==> src/rtl/pklc_pkg.sv <==
// ----------------------------------------------------------------------------
// Per-key live count table package
// Shared widths, codes, state encoding and record layouts of the table.
// ----------------------------------------------------------------------------
package pklc_pkg;

   localparam int KEY_W          = 64;
   localparam int SLOT_IDX_W     = 14;
   localparam int LIVE_W         = 64;
   localparam int COUNT_W        = 63;
   localparam int HASH_W         = 60;
   localparam int HASH_SHIFT_LO  = 4;
   localparam int HASH_SHIFT_HI  = 20;
   localparam int SLOTS_DEFAULT  = 16384;

   localparam logic [COUNT_W-1:0] COUNT_MAX = {COUNT_W{1'b1}};

   localparam logic [1:0] OP_CREATE  = 2'd0;
   localparam logic [1:0] OP_DESTROY = 2'd1;
   localparam logic [1:0] OP_READ    = 2'd2;
   localparam logic [1:0] OP_NONE    = 2'd3;

   typedef enum logic [2:0] {
      ST_CLEAR,
      ST_IDLE,
      ST_HASH,
      ST_PROBE,
      ST_UPDATE,
      ST_READ
   } state_type;

   typedef struct packed {
      logic [KEY_W-1:0]   key;
      logic [LIVE_W-1:0]  live;
      logic [COUNT_W-1:0] total;
      logic [COUNT_W-1:0] peak;
   } slot_entry_type;

   typedef struct packed {
      logic                  found;
      logic [SLOT_IDX_W-1:0] slot_index;
      logic                  occupied;
      logic [KEY_W-1:0]      key;
      logic [LIVE_W-1:0]     live;
      logic [COUNT_W-1:0]    total;
      logic [COUNT_W-1:0]    peak;
   } rsp_type;

   function automatic logic [HASH_W-1:0] key_hash(input logic [KEY_W-1:0] key);
      key_hash = HASH_W'(key >> HASH_SHIFT_LO) ^ HASH_W'(key >> HASH_SHIFT_HI);
   endfunction

endpackage

==> src/rtl/pklc_hash.sv <==
// ----------------------------------------------------------------------------
// Per-key live count table: home slot unit
// Hashes a key and reduces the hash modulo the table size. A power-of-two
// table takes the low bits of the hash into a register; any other size folds
// the hash three times with a constant multiply and finishes with a reciprocal
// multiplication and a subtraction of the quotient times the table size.
// ----------------------------------------------------------------------------
module pklc_hash #(
   parameter int SLOTS = pklc_pkg::SLOTS_DEFAULT
) (
   input  logic                       clock,
   input  logic                       reset,
   input  logic                       start,
   input  logic [pklc_pkg::KEY_W-1:0] key,
   output logic                       done,
   output logic [$clog2(SLOTS)-1:0]   pos
);
   import pklc_pkg::*;

   localparam int IDX_W = $clog2(SLOTS);

   if ((SLOTS & (SLOTS - 1)) == 0) begin : g_pow2
      logic             done_ff;
      logic [IDX_W-1:0] pos_ff;

      always_ff @(posedge clock) begin
         if (reset) begin
            done_ff <= 1'b0;
         end else begin
            done_ff <= start;
         end
      end

      always_ff @(posedge clock) begin
         if (start) begin
            pos_ff <= IDX_W'(key_hash(key));
         end
      end

      assign done = done_ff;
      assign pos  = pos_ff;
   end else begin : g_mod
      localparam int FOLD_W      = HASH_W / 2;
      localparam int FOLDS       = 3;
      localparam int STEPS       = FOLDS + 2;
      localparam int STEP_W      = $clog2(STEPS);
      localparam int RED_W       = FOLD_W + 1;
      localparam int RECIP_W     = RED_W + 2;
      localparam int RECIP_SHIFT = RED_W + IDX_W;
      localparam int QUO_W       = RED_W + RECIP_W - RECIP_SHIFT;
      localparam logic [IDX_W-1:0]   MODULUS = IDX_W'(SLOTS);
      localparam logic [IDX_W-1:0]   FOLD_R  = IDX_W'((2 ** FOLD_W) % SLOTS);
      localparam logic [RECIP_W-1:0] RECIP   =
         RECIP_W'(((64'd1 << RECIP_SHIFT) + 64'(SLOTS) - 64'd1) / 64'(SLOTS));

      logic                     run_ff;
      logic                     done_ff;
      logic [STEP_W-1:0]        step_ff;
      logic [HASH_W-1:0]        val_ff;
      logic [QUO_W-1:0]         quo_ff;
      logic [IDX_W-1:0]         rem_ff;
      logic [FOLD_W+IDX_W-1:0]  fold_prod;
      logic [HASH_W-1:0]        fold_sum;
      logic [RED_W+RECIP_W-1:0] recip_prod;
      logic [QUO_W+IDX_W-1:0]   back_prod;
      logic [RED_W-1:0]         rem_wide;

      always_comb begin
         fold_prod  = val_ff[HASH_W-1:FOLD_W] * FOLD_R;
         fold_sum   = HASH_W'(fold_prod) + HASH_W'(val_ff[FOLD_W-1:0]);
         recip_prod = val_ff[RED_W-1:0] * RECIP;
         back_prod  = quo_ff * MODULUS;
         rem_wide   = val_ff[RED_W-1:0] - back_prod[RED_W-1:0];
      end

      always_ff @(posedge clock) begin
         if (reset) begin
            run_ff  <= 1'b0;
            done_ff <= 1'b0;
            step_ff <= '0;
         end else begin
            done_ff <= 1'b0;
            if (start) begin
               run_ff  <= 1'b1;
               step_ff <= '0;
            end else if (run_ff) begin
               step_ff <= step_ff + 1'b1;
               if (step_ff == STEP_W'(STEPS - 1)) begin
                  run_ff  <= 1'b0;
                  done_ff <= 1'b1;
               end
            end
         end
      end

      always_ff @(posedge clock) begin
         if (start) begin
            val_ff <= key_hash(key);
         end else if (run_ff && (step_ff < STEP_W'(FOLDS))) begin
            val_ff <= fold_sum;
         end
      end

      always_ff @(posedge clock) begin
         if (run_ff && (step_ff == STEP_W'(FOLDS))) begin
            quo_ff <= recip_prod[RED_W+RECIP_W-1:RECIP_SHIFT];
         end
         if (run_ff && (step_ff == STEP_W'(STEPS - 1))) begin
            rem_ff <= rem_wide[IDX_W-1:0];
         end
      end

      assign done = done_ff;
      assign pos  = rem_ff;
   end

endmodule

==> config.mk <==
export PLATFORM = sky130hd
export DESIGN_NAME = pklc_hash
export DESIGN_NICKNAME = d
export VERILOG_FILES = /design/src/rtl/pklc_pkg.sv /design/src/rtl/pklc_hash.sv
export SDC_FILE = /design/constraint.sdc
export NUM_CORES = 1
export LEC_CHECK = 0
export ABC_AREA = 1
export BUFFER_PORTS_ARGS = -buffer_cell sky130_fd_sc_hd__buf_2
export CELL_PAD_IN_SITES_DETAIL_PLACEMENT = 1
export CELL_PAD_IN_SITES_GLOBAL_PLACEMENT = 2
export CORE_MARGIN = 3
export CORE_UTILIZATION = 15
export DETAILED_ROUTE_END_ITERATION = 6
export PLACE_DENSITY = 0.81
export SLEW_MARGIN = 40
export SYNTH_ARGS = -nofsm -noshare
export SYNTH_HDL_FRONTEND = slang
export SYNTH_SLANG_ARGS = --single-unit
==> constraint.sdc <==
create_clock -name clock -period 0.8 [get_ports clock]
set_clock_uncertainty 0.15 [all_clocks]
set_input_delay 0.12 -clock clock [delete_from_list [all_inputs] [get_ports clock]]
set_output_delay 0.12 -clock clock [all_outputs]
set_load 0.1 [all_outputs]
==> impl_metrics.json, run 1 <==
{
  "nNetsFinal": 205,
  "path_clk_slew_ns": 0.06,
  "initial_utilization_pct": 15.9,
  "dieArea_sq_um": 5600,
  "finalHoldViolCount": 1,
  "grt_first_pass_wirelength_microns": 2530,
  "setup-tns-final_ns": -4.63,
  "final_common_cell": "nand2_1",
  "pre_cts_slack_ns": -0.0636,
  "h-tree-depth": 1,
  "power.share.switching_pct": 36.0,
  "core_sq_um": 4470,
  "drtPass1Iterations": 4,
  "postLayoutSetupSlackWorst_ns": -0.325,
  "clock_sinks": 15,
  "syn_inst": 87,
  "fmax_mhz": 889,
  "dpl.hpwl_microns": 1380,
  "synth_area_leaders": "edfxtp_1 59%, nand2_1 22%, inv_1 15%",
  "gp_congestion": 0.671,
  "yosysTopAreaCell": "edfxtp_1",
  "layout-drive-gt1-share_pct": 36.5,
  "cts_root_buffer": "clkbuf_8",
  "design_area_sq_um": 1290,
  "worstHoldPathType": "input pin to flip-flop",
  "grt_max_degree": 16,
  "tritoncts": "done",
  "die_y_microns": 74.8,
  "antennaDiodeCount": 0,
  "clk_path_buf_depth": 2,
  "crit_fanout": 1,
  "power_switching_uw": 928,
  "drt_iter0_drc": 7,
  "status": "finished with violations",
  "failed_checks": "negative hold slack, negative setup slack",
  "tightest_slew_ns": 0.121,
  "cp_num_buf_inv": 1,
  "cp-endpoint": "pos[11]",
  "period_minus_slack_ns": 1.13,
  "areaGrowthSynthToFinish_pct": 81.9,
  "cap_violations": 0,
  "via_per_inst": 3.56,
  "grt_overflow_total": 0,
  "cp-startpoint": "pos[11]",
  "crit_path_top_delay_cell": "edfxtp_1",
  "max_stage_delay_ns": 0.42,
  "avgRoutedWirePerCell_microns": 8.24,
  "internal_power_mw": 1.65,
  "vias": 673,
  "pwr-share-clk_pct": 23.4,
  "syn_area_per_cell_sq_um": 8.17,
  "placed_cells": 185,
  "drc": 0,
  "slew_headroom_pct": 91.9,
  "p_leak_nw": 0.715,
  "rsz0062_at_grt": "true",
  "cts_buffers": 3,
  "critical_path_arrival_ns": 0.86,
  "totalWireLength_microns": 1560,
  "final_cell_mix": "42 x nand2_1, 30 x buf_2, 29 x inv_1, 16 x buf_12, 14 x edfxtp_1",
  "port_buffers": 45,
  "synth_top_area_share_pct": 59.2,
  "cts_resized": 0,
  "ios": 82,
  "syn_nets": 154,
  "cp-end-kind": "output port",
  "synth_seq_cells": 15,
  "cp_top_family": "flip-flops",
  "final_core_utilization_pct": 28.9,
  "finalNonFillerCells": 189,
  "die_w_microns": 74.8,
  "path_cells": "buf_12",
  "slew_viol_final": 0,
  "post_cts_buffers": 0,
  "syn-cell-area_sq_um": 711,
  "crit_type": "flip-flop to output port",
  "pwr-share-seq_pct": 38.8,
  "period_share_pct": 141,
  "ir_worst_vdd_uv": 598,
  "rows": 24,
  "placed_cell_area_sq_um": 1250,
  "multi_input_area_sq_um": 161,
  "seq_area_sq_um": 442,
  "yosysSeqAreaShare_pct": 62.0,
  "grt_pass1_vias": 615,
  "finalPower_mw": 2.57,
  "crit_cells": 1,
  "combPwrFrac_pct": 37.8,
  "n_fill_cell": 517,
  "hold_ws_ns": -0.129,
  "worstPathRequired_ns": 0.53,
  "yosysWarnings": 0,
  "startpoint_type": "flip-flop",
  "p_per_area_nw_per_um2": 1990,
  "antenna_found_initial": 0,
  "grt_usage_pct": 6.08,
  "ys_types": 5,
  "postRouteAntennaNets": 0,
  "setup_violations": 15
}
[power groups by stage]
stage	combinational, mW	sequential [mW]	clock (mW)
after floorplan	0.0743	1.48	0
after global placement	0.976	1.01	0
after detailed placement	0.985	1.02	0
after CTS	0.986	1.00	0.649
after global routing	1.02	1.00	0.691
final	0.973	0.999	0.602
[how the worst min path moves through the flow]
| stage | cells past startpoint | slack [ns] | to | from |
|---|---|---|---|---|
| 3_5_place_dp | 2 | 0.13 | done | reset |
| 4_1_cts | 2 | -0.14 | done | reset |
| 6_report | 2 | -0.13 | done | reset |
| 5_1_grt | 2 | -0.14 | done | reset |
| 2_1_floorplan | 1 | 0.03 | done | reset |
| 3_3_place_gp | 2 | 0.12 | done | reset |
[area by class of cell]
| cell class | instances | share of cell area (%) |
|---|---|---|
| well taps | 52 | 5.03 |
| repair buffers | 46 | 36.4 |
| clock buffers | 4 | 3.48 |
| flip-flops and latches | 15 | 34.2 |
| multi-input cells | 43 | 12.5 |
| inverters | 29 | 8.42 |
[synthesized netlist by cell type (all sizes together)]
cell type / count
nor2: 1
inv: 29
edfxtp: 14
dfxtp: 1
nand2: 42
[flip-flops by register name, summed over array words and instances, names as in the netlist]
name,flops
pos,14
done,1
[routing by layer]
metal	up-vias	wire length, microns	track usage, %
met5	-	0	0
met4	0	0	1.19
met3	0	163	3.87
met2	27	813	10.1
met1	300	580	6.64
li1	346	-	-
[cell families (layout without fill, tap and decap cells)]
family	count (synthesis)	after routing	share of synthesized area, %
buffers and inverters	29	79	15.3
flip-flops	15	15	62.0
AND/OR/NAND/NOR	43	43	22.7
Power figures use the tool's default switching activity.
==> run 2: changes to the inputs <==
--- a/config.mk
+++ b/config.mk
@@ -12,6 +12,7 @@
 export CORE_MARGIN = 3
 export CORE_UTILIZATION = 15
 export DETAILED_ROUTE_END_ITERATION = 6
+export MAX_ROUTING_LAYER = met4
 export PLACE_DENSITY = 0.81
 export SLEW_MARGIN = 40
 export SYNTH_ARGS = -nofsm -noshare
==> run 2 against run 1 <==
  * The flow still finishes with violations (negative hold slack, negative setup slack)
  * Fmax did not move
  * Utilization unchanged
  * Flip-flop and latch count unchanged
  * Sequential power is essentially flat
  * Non-clock buffer count unchanged
  * Die area did not move
==> impl_metrics.json, run 2 (synthesis results as in run 1) <==
{
  "status": "finished with violations",
  "failed_checks": "negative hold slack, negative setup slack",
  "internal_power_mw": 1.65,
  "h-tree-depth": 1,
  "die_y_microns": 74.8,
  "rsz0062_at_grt": "true",
  "nNetsFinal": 205,
  "worstHoldPathType": "input pin to flip-flop",
  "worstPathRequired_ns": 0.53,
  "power.share.switching_pct": 36.1,
  "drt_iter0_drc": 7,
  "pwr-share-seq_pct": 38.8,
  "path_clk_slew_ns": 0.06,
  "largest_register_ffs": 14,
  "final_common_cell": "nand2_1",
  "grt_max_degree": 16,
  "final_cell_mix": "42 x nand2_1, 30 x buf_2, 29 x inv_1, 16 x buf_12, 14 x edfxtp_1",
  "seq_area_sq_um": 442,
  "finalHoldViolCount": 1,
  "totalWireLength_microns": 1560,
  "cp_top_family": "flip-flops",
  "clk_path_buf_depth": 2,
  "cp-end-kind": "output port",
  "layout-drive-gt1-share_pct": 36.5,
  "antenna_found_initial": 0,
  "fmax_mhz": 889,
  "grt_pass1_vias": 615,
  "hold_ws_ns": -0.129,
  "p_per_area_nw_per_um2": 1990,
  "cap_violations": 0,
  "design_area_sq_um": 1290,
  "crit_fanout": 1,
  "grt_overflow_total": 0,
  "grt_first_pass_wirelength_microns": 2530,
  "tightest_slew_ns": 0.121,
  "combPwrFrac_pct": 37.8,
  "finalPower_mw": 2.57,
  "power_switching_uw": 928,
  "placed_cell_area_sq_um": 1250,
  "max_stage_delay_ns": 0.42,
  "rows": 24,
  "cp_num_buf_inv": 1,
  "dpl.hpwl_microns": 1380,
  "critical_path_arrival_ns": 0.86,
  "crit_type": "flip-flop to output port",
  "startpoint_type": "flip-flop",
  "gp_congestion": 0.677,
  "clock_sinks": 15,
  "die_w_microns": 74.8,
  "port_buffers": 45,
  "core_sq_um": 4470,
  "n_fill_cell": 517,
  "tritoncts": "done",
  "cts_root_buffer": "clkbuf_8",
  "cts_buffers": 3,
  "multi_input_area_sq_um": 161,
  "ir_worst_vdd_uv": 598,
  "drc": 0,
  "path_cells": "buf_12",
  "pre_cts_slack_ns": -0.0636,
  "crit_path_top_delay_cell": "edfxtp_1",
  "postLayoutSetupSlackWorst_ns": -0.325,
  "p_leak_nw": 0.715,
  "dieArea_sq_um": 5600,
  "cts_resized": 0,
  "setup_violations": 15,
  "areaGrowthSynthToFinish_pct": 81.9,
  "drtPass1Iterations": 4,
  "setup-tns-final_ns": -4.63,
  "grt_usage_pct": 6.27,
  "slew_viol_final": 0,
  "via_per_inst": 3.56,
  "period_minus_slack_ns": 1.13,
  "avgRoutedWirePerCell_microns": 8.24,
  "period_share_pct": 141,
  "slew_headroom_pct": 91.9,
  "post_cts_buffers": 0,
  "initial_utilization_pct": 15.9,
  "postRouteAntennaNets": 0,
  "ios": 82,
  "vias": 673,
  "pwr-share-clk_pct": 23.4,
  "antennaDiodeCount": 0
}
run 2: final cells by class:
cell class	instances	area share (%)
tap	52	5.03
inverter	29	8.42
clock buffer	4	3.48
sequential	15	34.2
multi-input combinational	43	12.5
timing repair buffer	46	36.4
run 2: per-layer routing:
layer  wire length (microns)  share of wire, %  track usage [%]
met4                       0                 0             1.19
met5                       0                 0                -
met2                     812                52             10.1
met3                     150               9.6             3.60
met1                     594                38             6.80
run 2: path summary, 6_finish.rpt:
path / startpoint / end / slack [ns] / cells after the start
worst max-delay path: pos[11] / pos[11] / -0.33 / 1
worst min-delay path: reset / done / -0.13 / 2
run 2: power by group through the flow:
stage | clock, mW | combinational (mW) | sequential [mW]
after floorplan | 0 | 0.0743 | 1.48
after global placement | 0 | 0.976 | 1.01
after detailed placement | 0 | 0.985 | 1.02
after CTS | 0.649 | 0.986 | 1.00
after global routing | 0.691 | 1.02 | 1.00
final | 0.602 | 0.973 | 0.999
run 2: per-stage QoR:
stage / instances / utilization [%] / hold slack, ns
finish: 189 / 28.9 / -0.129
global route: 189 / 28.9 / -0.141
CTS: 189 / 28.9 / -0.136
detailed placement: 185 / 27.9 / 0.132
global placement: 185 / 27.9 / 0.123
floorplan: 87 / - / 0.0338
==> run 3: changes to the inputs <==
--- a/config.mk
+++ b/config.mk
@@ -5,15 +5,14 @@
 export SDC_FILE = /design/constraint.sdc
 export NUM_CORES = 1
 export LEC_CHECK = 0
-export ABC_AREA = 1
 export BUFFER_PORTS_ARGS = -buffer_cell sky130_fd_sc_hd__buf_2
 export CELL_PAD_IN_SITES_DETAIL_PLACEMENT = 1
 export CELL_PAD_IN_SITES_GLOBAL_PLACEMENT = 2
 export CORE_MARGIN = 3
-export CORE_UTILIZATION = 15
+export CORE_UTILIZATION = 14
 export DETAILED_ROUTE_END_ITERATION = 6
 export MAX_ROUTING_LAYER = met4
-export PLACE_DENSITY = 0.81
+export PLACE_DENSITY = 0.77
 export SLEW_MARGIN = 40
 export SYNTH_ARGS = -nofsm -noshare
 export SYNTH_HDL_FRONTEND = slang
==> run 3 against run 2 <==
  * The run still ends with negative hold slack, negative setup slack left
  * Wire length shrank 8.0%
  * Global-route usage grew 0.12 points
  * Final area shrank 11%
  * First-iteration DRC count down 57%
  * Largest power group is now combinational cells
  * Clock power rose by 1%
  * Clock-buffer cell count did not move
  * Sequential power about the same
==> impl_metrics.json, run 3 <==
{
  "status": "finished with violations",
  "failed_checks": "negative hold slack, negative setup slack",
  "cts_buffers": 3,
  "grt.met1_usage_pct": 5.69,
  "syn_area_per_cell_sq_um": 19.0,
  "via_per_inst": 3.36,
  "rsz0062_at_grt": "true",
  "met2_usage_pct": 12.1,
  "layout-drive-gt1-share_pct": 62.5,
  "yosysWarnings": 0,
  "path_clk_slew_ns": 0.06,
  "crit_cells": 1,
  "slew_headroom_pct": 89.5,
  "hp-start": "reset",
  "tightest_slew_ns": 0.157,
  "totalWireLength_microns": 1430,
  "syn_nets": 97,
  "period_minus_slack_ns": 1.13,
  "slew_viol_final": 0,
  "cp_top_family": "flip-flops",
  "cts_resized": 0,
  "drc": 0,
  "drtPass1Iterations": 2,
  "cts_root_buffer": "clkbuf_8",
  "ios": 82,
  "max_stage_delay_ns": 0.42,
  "grt_usage_pct": 6.39,
  "die_y_microns": 69.8,
  "postLayoutSetupSlackWorst_ns": -0.328,
  "n_fill_cell": 428,
  "synth_top_area_share_pct": 73.8,
  "rows": 22,
  "h-tree-depth": 1,
  "nNetsFinal": 148,
  "areaGrowthSynthToFinish_pct": 101,
  "port_buffers": 45,
  "cp-startpoint": "pos[7]",
  "power_switching_uw": 989,
  "crit_path_top_delay_cell": "edfxtp_1",
  "internal_power_mw": 1.69,
  "synthArstFlopShare_pct": 0,
  "p_per_area_nw_per_um2": 2340,
  "cp_num_buf_inv": 1,
  "power.share.switching_pct": 36.9,
  "dieArea_sq_um": 4870,
  "syn-cell-area_sq_um": 569,
  "p_leak_nw": 0.498,
  "core_sq_um": 3800,
  "startpoint_type": "flip-flop",
  "die_w_microns": 69.8,
  "hold_ws_ns": -0.135,
  "pwr-share-clk_pct": 22.7,
  "vias": 430,
  "drt_iter0_drc": 3,
  "worstHoldPathType": "input pin to flip-flop",
  "yosysTopAreaCell": "edfxtp_1",
  "gp_congestion": 0.677,
  "critical_path_arrival_ns": 0.86,
  "grt_overflow_total": 0,
  "final_cell_mix": "30 x buf_2, 16 x buf_12, 14 x xor2_1, 14 x edfxtp_1, 3 x clkbuf_8",
  "setup_violations": 15,
  "combPwrFrac_pct": 39.0,
  "setup-tns-final_ns": -4.71,
  "min_path_cells": 2,
  "clock_sinks": 15,
  "tritoncts": "done",
  "pwr-share-seq_pct": 38.2,
  "avgRoutedWirePerCell_microns": 11.2,
  "grt_max_degree": 16,
  "yosysSeqAreaShare_pct": 77.4,
  "synth_area_leaders": "edfxtp_1 74%, xor2_1 22%, dfxtp_1 3.5%",
  "worstPathRequired_ns": 0.53,
  "synth_edf_count": 14,
  "synth_common_cells": "14 x edfxtp_1, 14 x xor2_1, 1 x dfxtp_1, 1 x nor2b_1",
  "cp-end-kind": "output port",
  "post_cts_buffers": 0,
  "grt_first_pass_wirelength_microns": 2330,
  "largest_register_ffs": 14,
  "postRouteAntennaNets": 0,
  "initial_utilization_pct": 15.0,
  "ys_types": 4,
  "grt_pass1_vias": 532,
  "syn_inst": 30,
  "path_cells": "buf_12",
  "ir_worst_vdd_uv": 517,
  "antenna_found_initial": 0,
  "synth_ff_type": "edfxtp_1",
  "busiest_layer": "met2",
  "clk_path_buf_depth": 2,
  "crit_type": "flip-flop to output port",
  "finalHoldViolCount": 1,
  "pre_cts_slack_ns": -0.0707,
  "cap_violations": 0,
  "crit_fanout": 1,
  "synth_seq_cells": 15,
  "period_share_pct": 141,
  "antennaDiodeCount": 0,
  "use_met3_pct": 2.75,
  "final_common_cell": "buf_2",
  "fmax_mhz": 887
}
run 3: cell count changes in the layout (fill, tap and decap cells not counted):
cell     before  now
nor2_1        1    0
nand2_1      42    0
inv_1        29    0
xor2_1        0   14
nor2b_1       0    1
run 3: timing repair:
| action | CTS | global route |
|---|---|---|
| endpoints found under the hold margin | 1 | 1 |
| setup endpoints to repair | 15 | 15 |
| pin swaps | 0 | 0 |
| gates cloned | 0 | 0 |
run 3: kinds of logic after synthesis:
kind of cell | count (synthesis) | share of synthesized area [%]
flip-flops | 15 | 77.4
XOR/XNOR | 14 | 21.5
AND/OR/NAND/NOR | 1 | 1.10
run 3: final cells by class:
type	count	area, sq um	share of cell area [%]
clock buffer	4	45.0	3.93
multi-input combinational	15	129	11.2
sequential	15	442	38.5
tap	48	60.1	5.24
timing repair buffer	46	470	41.0
run 3: power by group through the flow:
stage                     registers, mW  logic (mW)  clock network, mW
after floorplan                    1.57      0.0416                  0
after global placement             1.04        1.05                  0
after CTS                          1.03        1.06              0.634
after detailed placement           1.04        1.06                  0
final                              1.02        1.05              0.609
after global routing               1.03        1.07              0.678
run 3: final timing paths:
check | end | slack (ns)
worst max-delay path | pos[7] | -0.33
worst min-delay path | done | -0.14
run 3: per-stage QoR:
step                util [%]  instance area, sq um  cells  total power, mW  hold WS (ns)
finish                  30.2                  1150    128             2.68        -0.135
global route            30.2                  1150    128             2.79        -0.127
CTS                     30.2                  1150    128             2.72        -0.141
detailed placement      29.0                  1100    124             2.10         0.123
global placement        29.0                  1100    124             2.09         0.121
floorplan                  -                   571     30             1.61        0.0342
run 3: per-layer routing:
layer | up-vias | part of all wire, %
li1 | 204 | -
met1 | 197 | 28
met2 | 27 | 61
met3 | 2 | 9.8
met4 | 0 | 1.3
met5 | - | 0
